--- config.mk ---
export PLATFORM = sky130hd
export DESIGN_NAME = hyperplane_split_margin
export DESIGN_NICKNAME = d
export VERILOG_FILES = /design/src/rtl/hsm_pkg.sv /design/src/rtl/hsm_datapath.sv /design/src/rtl/hsm_ctrl.sv /design/src/rtl/hyperplane_split_margin.sv
export SDC_FILE = /design/constraint.sdc
export NUM_CORES = 2
export LEC_CHECK = 0
export BUFFER_PORTS_ARGS = -buffer_cell sky130_fd_sc_hd__buf_4
export CAP_MARGIN = 0
export CORE_ASPECT_RATIO = 1.25
export CORE_MARGIN = 10
export CORE_UTILIZATION = 60
export DETAILED_ROUTE_END_ITERATION = 7
export GPL_TIMING_DRIVEN = 0
export PLACE_DENSITY = 0.77
export SYNTH_ARGS = -nofsm -noshare
export SYNTH_HDL_FRONTEND = slang
export SYNTH_SLANG_ARGS = --single-unit
--- constraint.sdc ---
create_clock -name aclk -period 6.2 [get_ports aclk]
set_clock_uncertainty 0.15 [all_clocks]
set_input_delay 0.62 -clock aclk [delete_from_list [all_inputs] [get_ports aclk]]
set_output_delay 0.62 -clock aclk [all_outputs]
set_load 0.02 [all_outputs]
--- src/rtl/hsm_pkg.sv ---
// ============================================================================
// hsm_pkg: shared types and constants for the hyperplane split margin block
// Holds default parameters, accumulator limits and the controller state type.
// ============================================================================
package hsm_pkg;

    localparam int MAX_DIM_DEF         = 128;
    localparam int COMPONENT_WIDTH_DEF = 16;

    localparam int ACC_W    = 48;
    localparam int MARGIN_W = 32;
    localparam int ROOT_W   = ACC_W / 2;

    localparam logic signed [ACC_W-1:0] ACC_MAX = {1'b0, {(ACC_W-1){1'b1}}};
    localparam logic signed [ACC_W-1:0] ACC_MIN = {1'b1, {(ACC_W-1){1'b0}}};

    typedef enum logic [2:0] {
        ST_ACCUM,
        ST_PROD,
        ST_SQRT,
        ST_DIV,
        ST_FINISH,
        ST_OUT
    } hsm_state_t;

    // Commands from the controller to the datapath.
    typedef struct packed {
        logic accum;       // latch an accepted component
        logic add_prod;    // add the registered products into the sums
        logic sqrt_init;
        logic sqrt_step;
        logic div_init;
        logic div_step;
        logic finish;      // form the margin and flags into the output register
        logic clear;       // clear the sums for the next vector
    } hsm_cmd_t;

    // Status from the datapath to the controller.
    typedef struct packed {
        logic sqrt_done;
        logic div_done;
    } hsm_stat_t;

endpackage

--- src/rtl/hsm_datapath.sv ---
// ============================================================================
// hsm_datapath: accumulators, square root and divider
// Registers differences and products, keeps the saturating sums, and runs a
// bit-serial integer square root followed by a bit-serial restoring divide.
// ============================================================================
module hsm_datapath #(
    parameter int MAX_DIM         = hsm_pkg::MAX_DIM_DEF,
    parameter int COMPONENT_WIDTH = hsm_pkg::COMPONENT_WIDTH_DEF
) (
    input  logic                                  aclk,
    input  logic                                  aresetn,
    input  hsm_pkg::hsm_cmd_t                     cmd,
    output hsm_pkg::hsm_stat_t                    stat,
    input  logic signed [COMPONENT_WIDTH-1:0]     point_component,
    input  logic signed [COMPONENT_WIDTH-1:0]     left_component,
    input  logic signed [COMPONENT_WIDTH-1:0]     right_component,
    output logic signed [hsm_pkg::MARGIN_W-1:0]   margin,
    output logic                                  degenerate,
    output logic                                  too_long
);
    import hsm_pkg::*;

    localparam int DW    = COMPONENT_WIDTH + 1;
    localparam int PW    = 2 * DW;
    localparam int CNT_W = $clog2(MAX_DIM + 1);
    localparam int SQ_CW = $clog2(ROOT_W + 1);
    localparam int DV_CW = $clog2(ACC_W + 1);

    logic signed [DW-1:0]    dr_reg, dx_reg;
    logic signed [PW-1:0]    pdot_reg, pnsq_reg;
    logic                    pvalid_reg;
    logic signed [ACC_W-1:0] dot_reg, nsq_reg;
    logic [CNT_W-1:0]        count_reg;
    logic                    ovf_reg;

    // Square root (digit-by-digit, one result bit per step).
    logic [ACC_W-1:0]  rem_reg;
    logic [ROOT_W-1:0] root_reg;
    logic [ACC_W-1:0]  sq_src_reg;
    logic [SQ_CW-1:0]  sq_cnt_reg;

    // Divider on the magnitude of the dot sum.
    logic [ACC_W-1:0]  dq_reg;      // dividend shifting into quotient
    logic [ROOT_W:0]   drem_reg;
    logic [DV_CW-1:0]  dv_cnt_reg;
    logic              dneg_reg;

    logic signed [MARGIN_W-1:0] margin_reg;
    logic                       degen_reg;
    logic                       long_reg;

    function automatic logic signed [ACC_W-1:0] clamp_prod(input logic signed [PW-1:0] p);
        logic signed [ACC_W+PW-1:0] w;
        begin
            w = (ACC_W+PW)'(p);
            if (w > (ACC_W+PW)'(ACC_MAX))      clamp_prod = ACC_MAX;
            else if (w < (ACC_W+PW)'(ACC_MIN)) clamp_prod = ACC_MIN;
            else                               clamp_prod = ACC_W'(w);
        end
    endfunction

    function automatic logic signed [ACC_W-1:0] add_sat(input logic signed [ACC_W-1:0] a,
                                                        input logic signed [ACC_W-1:0] b);
        logic signed [ACC_W:0] s;
        begin
            s = {a[ACC_W-1], a} + {b[ACC_W-1], b};
            if (s[ACC_W] != s[ACC_W-1]) add_sat = s[ACC_W] ? ACC_MIN : ACC_MAX;
            else                        add_sat = s[ACC_W-1:0];
        end
    endfunction

    // Square root step: bring down two bits, try 4*root+1.
    logic [ACC_W-1:0]  sq_trial_rem;
    logic [ROOT_W+1:0] sq_trial;
    logic              sq_fit;
    always_comb begin
        sq_trial_rem = {rem_reg[ACC_W-3:0], sq_src_reg[ACC_W-1:ACC_W-2]};
        sq_trial     = {root_reg, 2'b01};
        sq_fit       = sq_trial_rem >= ACC_W'(sq_trial);
    end

    // Divide step.
    logic [ROOT_W+1:0] dv_shift;
    logic              dv_fit;
    always_comb begin
        dv_shift = {drem_reg, dq_reg[ACC_W-1]};
        dv_fit   = dv_shift >= (ROOT_W+2)'(root_reg);
    end

    logic signed [ACC_W+1:0] q_signed, m_wide;
    always_comb begin
        q_signed = dneg_reg ? -$signed({2'b00, dq_reg}) : $signed({2'b00, dq_reg});
        m_wide   = q_signed - $signed((ACC_W+2)'(root_reg >> 1));
    end

    always_ff @(posedge aclk) begin
        if (cmd.accum) begin
            dr_reg <= DW'(right_component) - DW'(left_component);
            dx_reg <= DW'(point_component) - DW'(left_component);
        end
        // A component past the length limit leaves zero products behind, so
        // the add that follows it changes nothing.
        if (pvalid_reg) begin
            pdot_reg <= dr_reg * dx_reg;
            pnsq_reg <= dr_reg * dr_reg;
        end else begin
            pdot_reg <= '0;
            pnsq_reg <= '0;
        end
        if (cmd.sqrt_init) begin
            rem_reg    <= '0;
            root_reg   <= '0;
            sq_src_reg <= nsq_reg;
        end else if (cmd.sqrt_step) begin
            rem_reg    <= sq_fit ? sq_trial_rem - ACC_W'(sq_trial) : sq_trial_rem;
            root_reg   <= {root_reg[ROOT_W-2:0], sq_fit};
            sq_src_reg <= {sq_src_reg[ACC_W-3:0], 2'b00};
        end
        if (cmd.div_init) begin
            dneg_reg <= dot_reg[ACC_W-1];
            dq_reg   <= dot_reg[ACC_W-1] ? ACC_W'(-dot_reg) : ACC_W'(dot_reg);
            drem_reg <= '0;
        end else if (cmd.div_step) begin
            drem_reg <= dv_fit ? (ROOT_W+1)'(dv_shift - (ROOT_W+2)'(root_reg))
                               : dv_shift[ROOT_W:0];
            dq_reg   <= {dq_reg[ACC_W-2:0], dv_fit};
        end
        if (cmd.finish) begin
            degen_reg <= (nsq_reg == '0);
            long_reg  <= ovf_reg;
            if (nsq_reg == '0)
                margin_reg <= '0;
            else if (m_wide > (ACC_W+2)'($signed({1'b0, {(MARGIN_W-1){1'b1}}})))
                margin_reg <= {1'b0, {(MARGIN_W-1){1'b1}}};
            else if (m_wide < -(ACC_W+2)'($signed({1'b0, 1'b1, {(MARGIN_W-1){1'b0}}})))
                margin_reg <= {1'b1, {(MARGIN_W-1){1'b0}}};
            else
                margin_reg <= MARGIN_W'(m_wide);
        end
    end

    always_ff @(posedge aclk) begin
        if (!aresetn) begin
            pvalid_reg <= 1'b0;
            dot_reg    <= '0;
            nsq_reg    <= '0;
            count_reg  <= '0;
            ovf_reg    <= 1'b0;
            sq_cnt_reg <= '0;
            dv_cnt_reg <= '0;
        end else begin
            pvalid_reg <= cmd.accum && (count_reg < CNT_W'(MAX_DIM));
            if (cmd.accum) begin
                if (count_reg < CNT_W'(MAX_DIM)) begin
                    count_reg <= count_reg + 1'b1;
                end else begin
                    ovf_reg <= 1'b1;
                end
            end
            if (cmd.add_prod) begin
                dot_reg <= add_sat(dot_reg, clamp_prod(pdot_reg));
                nsq_reg <= add_sat(nsq_reg, clamp_prod(pnsq_reg));
            end
            if (cmd.sqrt_init)      sq_cnt_reg <= '0;
            else if (cmd.sqrt_step) sq_cnt_reg <= sq_cnt_reg + 1'b1;
            if (cmd.div_init)       dv_cnt_reg <= '0;
            else if (cmd.div_step)  dv_cnt_reg <= dv_cnt_reg + 1'b1;
            if (cmd.clear) begin
                dot_reg   <= '0;
                nsq_reg   <= '0;
                count_reg <= '0;
                ovf_reg   <= 1'b0;
            end
        end
    end

    // The pending-product flag tells the controller nothing new: add_prod is always
    // accum passed through acc_d1_reg and acc_d2_reg, so it follows the products.
    assign stat.sqrt_done = (sq_cnt_reg == SQ_CW'(ROOT_W - 1)) && cmd.sqrt_step;
    assign stat.div_done  = (dv_cnt_reg == DV_CW'(ACC_W - 1)) && cmd.div_step;

    assign margin     = margin_reg;
    assign degenerate = degen_reg;
    assign too_long   = long_reg;

    a_count_bound: assert property (@(posedge aclk) disable iff (!aresetn)
        count_reg <= CNT_W'(MAX_DIM)) else $error("component count beyond limit");
    a_nsq_nonneg: assert property (@(posedge aclk) disable iff (!aresetn)
        !nsq_reg[ACC_W-1]) else $error("norm sum went negative");
    a_clear_sums: assert property (@(posedge aclk) disable iff (!aresetn)
        cmd.clear |=> (count_reg == '0) && !ovf_reg) else $error("clear failed");
endmodule

--- src/rtl/hsm_ctrl.sv ---
// ============================================================================
// hsm_ctrl: sequencing controller
// Accepts components, waits out the product pipeline, runs root and divide,
// and holds the result until the output side takes it.
// ============================================================================
module hsm_ctrl (
    input  logic                aclk,
    input  logic                aresetn,
    input  logic                s_tvalid,
    output logic                s_tready,
    input  logic                s_tlast,
    output logic                m_tvalid,
    input  logic                m_tready,
    output hsm_pkg::hsm_cmd_t   cmd,
    input  hsm_pkg::hsm_stat_t  stat
);
    import hsm_pkg::*;

    hsm_state_t state_reg, state_next;
    logic       last_reg;
    logic       acc_d1_reg, acc_d2_reg;
    logic       accept;

    assign accept = s_tvalid && s_tready;

    always_comb begin
        state_next = state_reg;
        unique case (state_reg)
            ST_ACCUM:  if (accept && s_tlast) state_next = ST_PROD;
            ST_PROD:   if (!acc_d1_reg && !acc_d2_reg) state_next = ST_SQRT;
            ST_SQRT:   if (stat.sqrt_done) state_next = ST_DIV;
            ST_DIV:    if (stat.div_done) state_next = ST_FINISH;
            ST_FINISH: state_next = ST_OUT;
            ST_OUT:    if (m_tready) state_next = ST_ACCUM;
            default:   state_next = ST_ACCUM;
        endcase
    end

    always_comb begin
        s_tready      = (state_reg == ST_ACCUM);
        m_tvalid      = (state_reg == ST_OUT);
        cmd           = '0;
        cmd.accum     = accept;
        cmd.add_prod  = acc_d2_reg;
        cmd.sqrt_init = (state_reg == ST_PROD) && !acc_d1_reg && !acc_d2_reg;
        cmd.sqrt_step = (state_reg == ST_SQRT);
        cmd.div_init  = (state_reg == ST_SQRT) && stat.sqrt_done;
        cmd.div_step  = (state_reg == ST_DIV);
        cmd.finish    = (state_reg == ST_FINISH);
        cmd.clear     = (state_reg == ST_FINISH);
    end

    always_ff @(posedge aclk) begin
        if (!aresetn) begin
            state_reg  <= ST_ACCUM;
            acc_d1_reg <= 1'b0;
            acc_d2_reg <= 1'b0;
            last_reg   <= 1'b0;
        end else begin
            state_reg  <= state_next;
            acc_d1_reg <= accept;
            acc_d2_reg <= acc_d1_reg;
            if (accept) last_reg <= s_tlast;
        end
    end

    a_no_accept_busy: assert property (@(posedge aclk) disable iff (!aresetn)
        (state_reg != ST_ACCUM) |-> !accept) else $error("request taken while busy");
    a_last_goes: assert property (@(posedge aclk) disable iff (!aresetn)
        (accept && s_tlast) |=> (state_reg == ST_PROD)) else $error("missed last");
    a_out_from_finish: assert property (@(posedge aclk) disable iff (!aresetn)
        $rose(m_tvalid) |-> $past(state_reg) == ST_FINISH && last_reg)
        else $error("result without last");
endmodule

--- src/rtl/hyperplane_split_margin.sv ---
// ============================================================================
// hyperplane_split_margin: signed distance from a pivot bisector plane
// Accumulates component products and emits margin = dot/|r-l| - |r-l|/2.
// ============================================================================
// One component is accepted per cycle while a vector streams in. After the
// component marked tlast the block takes no request while it drains the
// product pipeline, runs the bit-serial square root and the bit-serial
// divide and forms the result, then offers the result until m_tready.
module hyperplane_split_margin #(
    parameter int MAX_DIM         = hsm_pkg::MAX_DIM_DEF,
    parameter int COMPONENT_WIDTH = hsm_pkg::COMPONENT_WIDTH_DEF
) (
    input  logic aclk,
    input  logic aresetn,
    input  logic s_tvalid,
    output logic s_tready,
    // point_component, left_component, right_component, then zero fill
    input  logic [((3*COMPONENT_WIDTH+7)/8)*8-1:0] s_tdata,
    input  logic s_tlast,
    output logic m_tvalid,
    input  logic m_tready,
    // margin
    output logic [hsm_pkg::MARGIN_W-1:0] m_tdata,
    // degenerate, too_long
    output logic [1:0] m_tuser
);
    import hsm_pkg::*;

    hsm_cmd_t  cmd;
    hsm_stat_t stat;
    logic signed [MARGIN_W-1:0] margin;
    logic degenerate, too_long;

    hsm_ctrl u_ctrl (
        .aclk(aclk), .aresetn(aresetn),
        .s_tvalid(s_tvalid), .s_tready(s_tready), .s_tlast(s_tlast),
        .m_tvalid(m_tvalid), .m_tready(m_tready),
        .cmd(cmd), .stat(stat)
    );

    hsm_datapath #(.MAX_DIM(MAX_DIM), .COMPONENT_WIDTH(COMPONENT_WIDTH)) u_dp (
        .aclk(aclk), .aresetn(aresetn), .cmd(cmd), .stat(stat),
        .point_component(s_tdata[COMPONENT_WIDTH-1:0]),
        .left_component(s_tdata[2*COMPONENT_WIDTH-1:COMPONENT_WIDTH]),
        .right_component(s_tdata[3*COMPONENT_WIDTH-1:2*COMPONENT_WIDTH]),
        .margin(margin), .degenerate(degenerate), .too_long(too_long)
    );

    assign m_tdata = margin;
    assign m_tuser = {too_long, degenerate};
endmodule
* Word level (Yosys, flattened, before mapping)
Index checks and enable logic that the tools add are counted.
Operators by class: $add $sub $neg 12, $mul 2, magnitude comparators 9, bitwise gates (word level) 2, multiplexer cells 28, reduce and logical (&&, ||, !) cells 22, equality and inequality tests 14
Operators with widths (number):
- two-way mux 48 bit | 17
- adder 48 x 48 -> 49 bit | 2
- > comparator 34 x 48 -> 1 bit (second input constant) | 2
- less-than comparator 34 x 48 -> 1 bit (second input constant) | 2
- multiplier 17 x 17 -> 34 bit | 2
- > comparator 50 x 32 -> 1 bit (second input constant) | 1
- less-than comparator 50 x 32 -> 1 bit (second input constant) | 1
- two-way mux 50 bit | 1
- negation 48 -> 50 bit | 1
- subtractor 50 x 24 -> 50 bit | 1
- >= comparator 48 x 26 -> 1 bit | 1
- zero test 48 bit | 1
- negation 48 bit | 1
- two-way mux 46 bit | 1
- subtractor 46 x 26 -> 46 bit | 1
- subtractor 16 x 16 -> 17 bit | 2
- two-way mux 32 bit | 1
- two-way mux 31 bit | 1
- >= comparator 26 x 24 -> 1 bit | 1
- two-way mux 25 bit | 1
- subtractor 25 x 24 -> 25 bit | 1
- one-hot mux 3 bit (6 select lines) | 1
- two-way mux 3 bit | 5
- logical AND 1 bit | 9
- other kinds (19) | 32
Word-level totals: input bits 53, flip-flop bits (word level) 450

* Depth between registers and ports, before layout
depth in word-level cells 8, depth in mapped cells 27

* Modules after synthesis
A second synthesis with hierarchy kept.
Unflattened totals: cells, all modules 5633, area total of the unflattened synthesis 50332.0 µm²
By module, submodules not included:
- hsm_datapath | cells each 5590, times used 1, seq. area each 10540.1 µm², area each 49936.6 µm²
- hsm_ctrl | cells each 41, times used 1, seq. area each 100.1 µm², area each 380.4 µm²
- hyperplane_split_margin | cells each 2, times used 1, seq. area each 0.0 µm², area each 15.0 µm²

* Least setup slack after synthesis
OpenSTA, ideal clock, no wires.
kind register to register, start point register u_dp.dr_reg[2], end point register u_dp.pnsq_reg[31], data arrival time 6.442 ns, data required time 5.918 ns, setup slack -0.524 ns, buffers on the path 2, setup time 0.132 ns, cell stages (with the launch flop) 26, path through edfxtp_1 -> clkbuf_1 -> clkbuf_1 -> nand2_1 -> inv_1 -> fa_1 -> fa_1 -> fa_1 -> fa_1 -> fa_1 -> inv_1 -> fa_1 -> inv_1 -> ha_1 -> a21o_1 -> a21o_1 -> a21o_1 -> a21o_1 -> a21oi_1 -> o21ai_0 -> a31oi_1 -> a21oi_1 -> o31ai_1 -> nand2b_1 -> a211oi_1 -> nor3_1
On the way: cells in the longest elaborated chain, start to end 1
Ends and longest elaborated chain:
- start, declared | line hsm_datapath.sv:29 | logic signed [DW-1:0] dr_reg, dx_reg;
- start signal, assigned | line hsm_datapath.sv:98 | dr_reg <= DW'(right_component) - DW'(left_component);
- multiplier 17 x 17 -> 34 bit | line hsm_datapath.sv:105 | pnsq_reg <= dr_reg * dr_reg;
- end signal, assigned | line hsm_datapath.sv:105
- end, declared | line hsm_datapath.sv:30 | logic signed [PW-1:0] pdot_reg, pnsq_reg;
Every way passes these cells. A chain may end at the register's enable or synchronous reset.

* Worst setup path after layout
start point register u_dp.dr_reg[10], end point register u_dp.pdot_reg[25]
On the way: cells in the longest elaborated chain, start to end 1
Ends and longest elaborated chain:
- multiplier 17 x 17 -> 34 bit | line hsm_datapath.sv:104 | pdot_reg <= dr_reg * dx_reg;
- end signal, assigned | line hsm_datapath.sv:104
- end, declared | line hsm_datapath.sv:30
Every way passes these cells.

==> impl_metrics.ini <==
[final_layout]
layout.nets = 7133
fin_area_sq_um = 58300
drive_gt1_share_pct = 12.9
syn_to_final_growth_pct = 14.2
fin_util_pct = 69.2
multi_input_area_sq_um = 37600
num-fill-cells = 6510
seq_area_sq_um = 10600

[sta]
tns_ns = -7.27
maxSlewHeadroom_pct = 4.73
fin_ws_ns = -0.522
hold_viol = 0
slew_violations = 0
setup_viol = 26
fmax_mhz = 149
tightest_slew_ns = 1.42
period_share_pct = 108
period_needed_ns = 6.72
rsz0062_at_grt = yes

[synth]
synth_mux_area_share_pct = 1.31
synth_top_cell_by_area = fa_1
yosysTopAreaCellShare_pct = 22.6
yosysUniqueCellTypes = 100
synth_top_family_by_area = adder cells
synth.avg_cell_area_sq_um = 8.79
synthFlopType = dfxtp_1
synth_edf_count = 165
ys_seq_area_share_pct = 20.9
synth_seq_cells = 449
yosysWarningCount = 0
synth.area.top_cells = fa_1 23%, dfxtp_1 11%, edfxtp_1 9.7%
ys_async_sr_fraction_pct = 0
synth_compound_area_share_pct = 15.1
synth_cells = 5808
netlist_area_sq_um = 51000
synth_simple_gate_area_share_pct = 15.7
synthAdderAreaFrac_pct = 33.1
synth-xor-area-share_pct = 6.18

[setup_path]
max_stage_delay_ns = 0.57
cp.required_ns = 6.54
path_buf_inv = 7
critPathKind = reg -> reg
crit_path_start_kind = flop
reg2regPathDepth = 27
cpMaxStageDelayCell = edfxtp_1
end_kind = flop
reg2reg_to = u_dp.pdot_reg[25]$_SDFF_PN0_
critPathMaxFanout = 5
cp.arrival_ns = 7.06
reg2reg_slack_ns = -0.52
rr_startpoint = u_dp.dr_reg[10]$_DFFE_PP_
crit_family = adder cells

[route]
routedWlPerCell_um = 20.6
first_pass_iters = 6
drtIter0Drc = 3125
postRouteAntennaNets = 0
drc = 0
wl_mm = 149
avgViaCountPerCell = 5.97
vias = 43300

[clock_tree]
cts_root_buf = clkbuf_16
cts_hold_buf = 0
cts.reportedPaths.clkPinSlew_ns = 0.07
cts_buffers = 48
cts_tree = built
htree_levels = 2
clock_path_buffers = 3
clkLatencyLatePin_ns = 0.65
clkSinkCount = 449

[flow_run]
max_cap_violations = 0

[min_path]
min_to = u_ctrl.acc_d2_reg$_SDFF_PN0_
holdPathStages = 2
hp-class = in -> reg
min_from = aresetn

[global_route]
grt_util_all_layers_pct = 29.6
grt_max_degree = 49
overflow = 0
antenna_found_initial = 0
grt_pass1_vias = 43800
grt_pass1_wl_mm = 231

[placement]
dpl-instance-area_sq_um = 53600
place_ws_ns = -1.54
dp.final_hpwl_mm = 114
globalplace.congestion = 0.981
port_buffers = 88

[die]
die_h_um = 346
ios = 89
start_util_pct = 60.5
core-area_sq_um = 84300
rows = 119
dieArea_sq_um = 97200
die_w_um = 281

[run_status]
outcome = complete, but fails checks
failed_checks = negative setup slack
## synthesized netlist by cell type (8+ instances only)
master	n
and2_1	220
a21oi_1	343
a211o_1	10
or2_2	23
maj3_1	64
nand4b_1	8
dfxtp_1	284
nor2b_1	46
fa_1	575
a211oi_1	42
mux2i_1	15
o41ai_1	29
nor3_1	94
a2111oi_0	9
o31ai_1	38
nand3_1	76
a21boi_0	32
o21ai_0	381
and4_1	12
o211ai_1	21
nor4_1	29
o21bai_1	26
edfxtp_1	165
ha_1	377
a31oi_1	36
nand3b_1	8
mux2_2	46
a31o_2	8
nand4_1	43
buf_1	9
a21o_1	114
inv_1	801
o31a_1	9
nor2_1	319
o22ai_1	29
or3_1	40
xor2_1	172
nand2_1	581
and3_1	34
o21a_1	32
xnor2_1	186
clkbuf_1	220
or4_1	13
nand2b_1	58
## per-layer routing
| layer | GRT usage [%] | part of all wire [%] |
|---|---|---|
| met1 | 33.1 | 37 |
| met3 | 4.49 | 6.4 |
| met2 | 52.1 | 50 |
| met4 | 18.8 | 7.3 |
| met5 | 0 | 0 |
## per-stage QoR
step | instances | hold slack, ns
finish | 7256 | 0.135
global route | 7255 | 0.126
global placement | 6986 | 0.278
floorplan | 5809 | 0.259
detailed placement | 6993 | 0.274
CTS | 7209 | 0.118
## cell usage in the layout (no fill, tap or decap), types with 29 or more instances in the layout
| cell | synthesis | layout |
|---|---|---|
| inv_1 | 801 | 754 |
| nand2_1 | 581 | 547 |
| fa_1 | 575 | 537 |
| o21ai_0 | 381 | 362 |
| ha_1 | 377 | 350 |
| a21oi_1 | 343 | 327 |
| nor2_1 | 319 | 308 |
| dfxtp_1 | 284 | 284 |
| buf_4 | 3 | 256 |
| and2_1 | 220 | 210 |
| xnor2_1 | 186 | 183 |
| xor2_1 | 172 | 168 |
| edfxtp_1 | 165 | 165 |
| clkbuf_1 | 220 | 140 |
| a21o_1 | 114 | 114 |
| nor3_1 | 94 | 88 |
| nand3_1 | 76 | 71 |
| maj3_1 | 64 | 64 |
| clkbuf_16 | 0 | 62 |
| nand2b_1 | 58 | 58 |
| mux2_2 | 46 | 46 |
| nor2b_1 | 46 | 45 |
| nand4_1 | 43 | 43 |
| inv_2 | 0 | 41 |
| a211oi_1 | 42 | 40 |
| or3_1 | 40 | 38 |
| fa_2 | 0 | 38 |
| o31ai_1 | 38 | 33 |
| a31oi_1 | 36 | 32 |
| o21a_1 | 32 | 32 |
| clkbuf_8 | 0 | 31 |
| and3_1 | 34 | 31 |
| a21boi_0 | 32 | 30 |
| o22ai_1 | 29 | 29 |
## final cells by class
type                       count  area share, %
antenna                        1        0.00429
buffer                       234           2.76
clock buffer                  60           2.36
clock inverter                28          0.616
inverter                     802           5.21
multi-input combinational   4317           64.6
sequential                   449           18.3
tap                         1089           2.34
timing repair buffer         276           3.87
## cells by family (layout without fill, tap and decap cells)
| family | after synthesis | count (layout) |
|---|---|---|
| simple gates | 1636 | 1636 |
| compound gates | 1243 | 1243 |
| buf+inv | 1043 | 1400 |
| fa+ha+maj | 1016 | 1016 |
| flops | 449 | 449 |
| xor+xnor | 359 | 359 |
| mux | 61 | 61 |
| other cells | 1 | 3 |
## worst max path at each step
| stage | from | slack, ns | end | depth (start not counted) |
|---|---|---|---|---|
| 2_1_floorplan | u_dp.dr_reg[6]$_DFFE_PP_ | -0.03 | u_dp.pnsq_reg[31]$_SDFF_PN0_ | 27 |
| 3_3_place_gp | u_dp.dneg_reg$_DFFE_PP_ | -1.57 | u_dp.margin[20]$_SDFFCE_PP0P_ | 19 |
| 3_5_place_dp | u_dp.dneg_reg$_DFFE_PP_ | -1.54 | u_dp.margin[19]$_SDFFCE_PP0P_ | 19 |
| 4_1_cts | u_dp.dr_reg[13]$_DFFE_PP_ | -0.31 | u_dp.pdot_reg[26]$_SDFF_PN0_ | 24 |
| 5_1_grt | u_dp.dr_reg[12]$_DFFE_PP_ | -0.76 | u_dp.pnsq_reg[31]$_SDFF_PN0_ | 26 |
| 6_report | u_dp.dr_reg[10]$_DFFE_PP_ | -0.52 | u_dp.pdot_reg[25]$_SDFF_PN0_ | 27 |
## repair_timing
action                                  in CTS  in global routing
gates resized for setup                    257                183
endpoints found under the setup margin      66                 82
pin swaps                                  113                156
buffers inserted                           138                 53
Power is left out: the tool's default activity adds up to more than one toggle a clock period on the data nets, which glitch-free logic cannot reach.
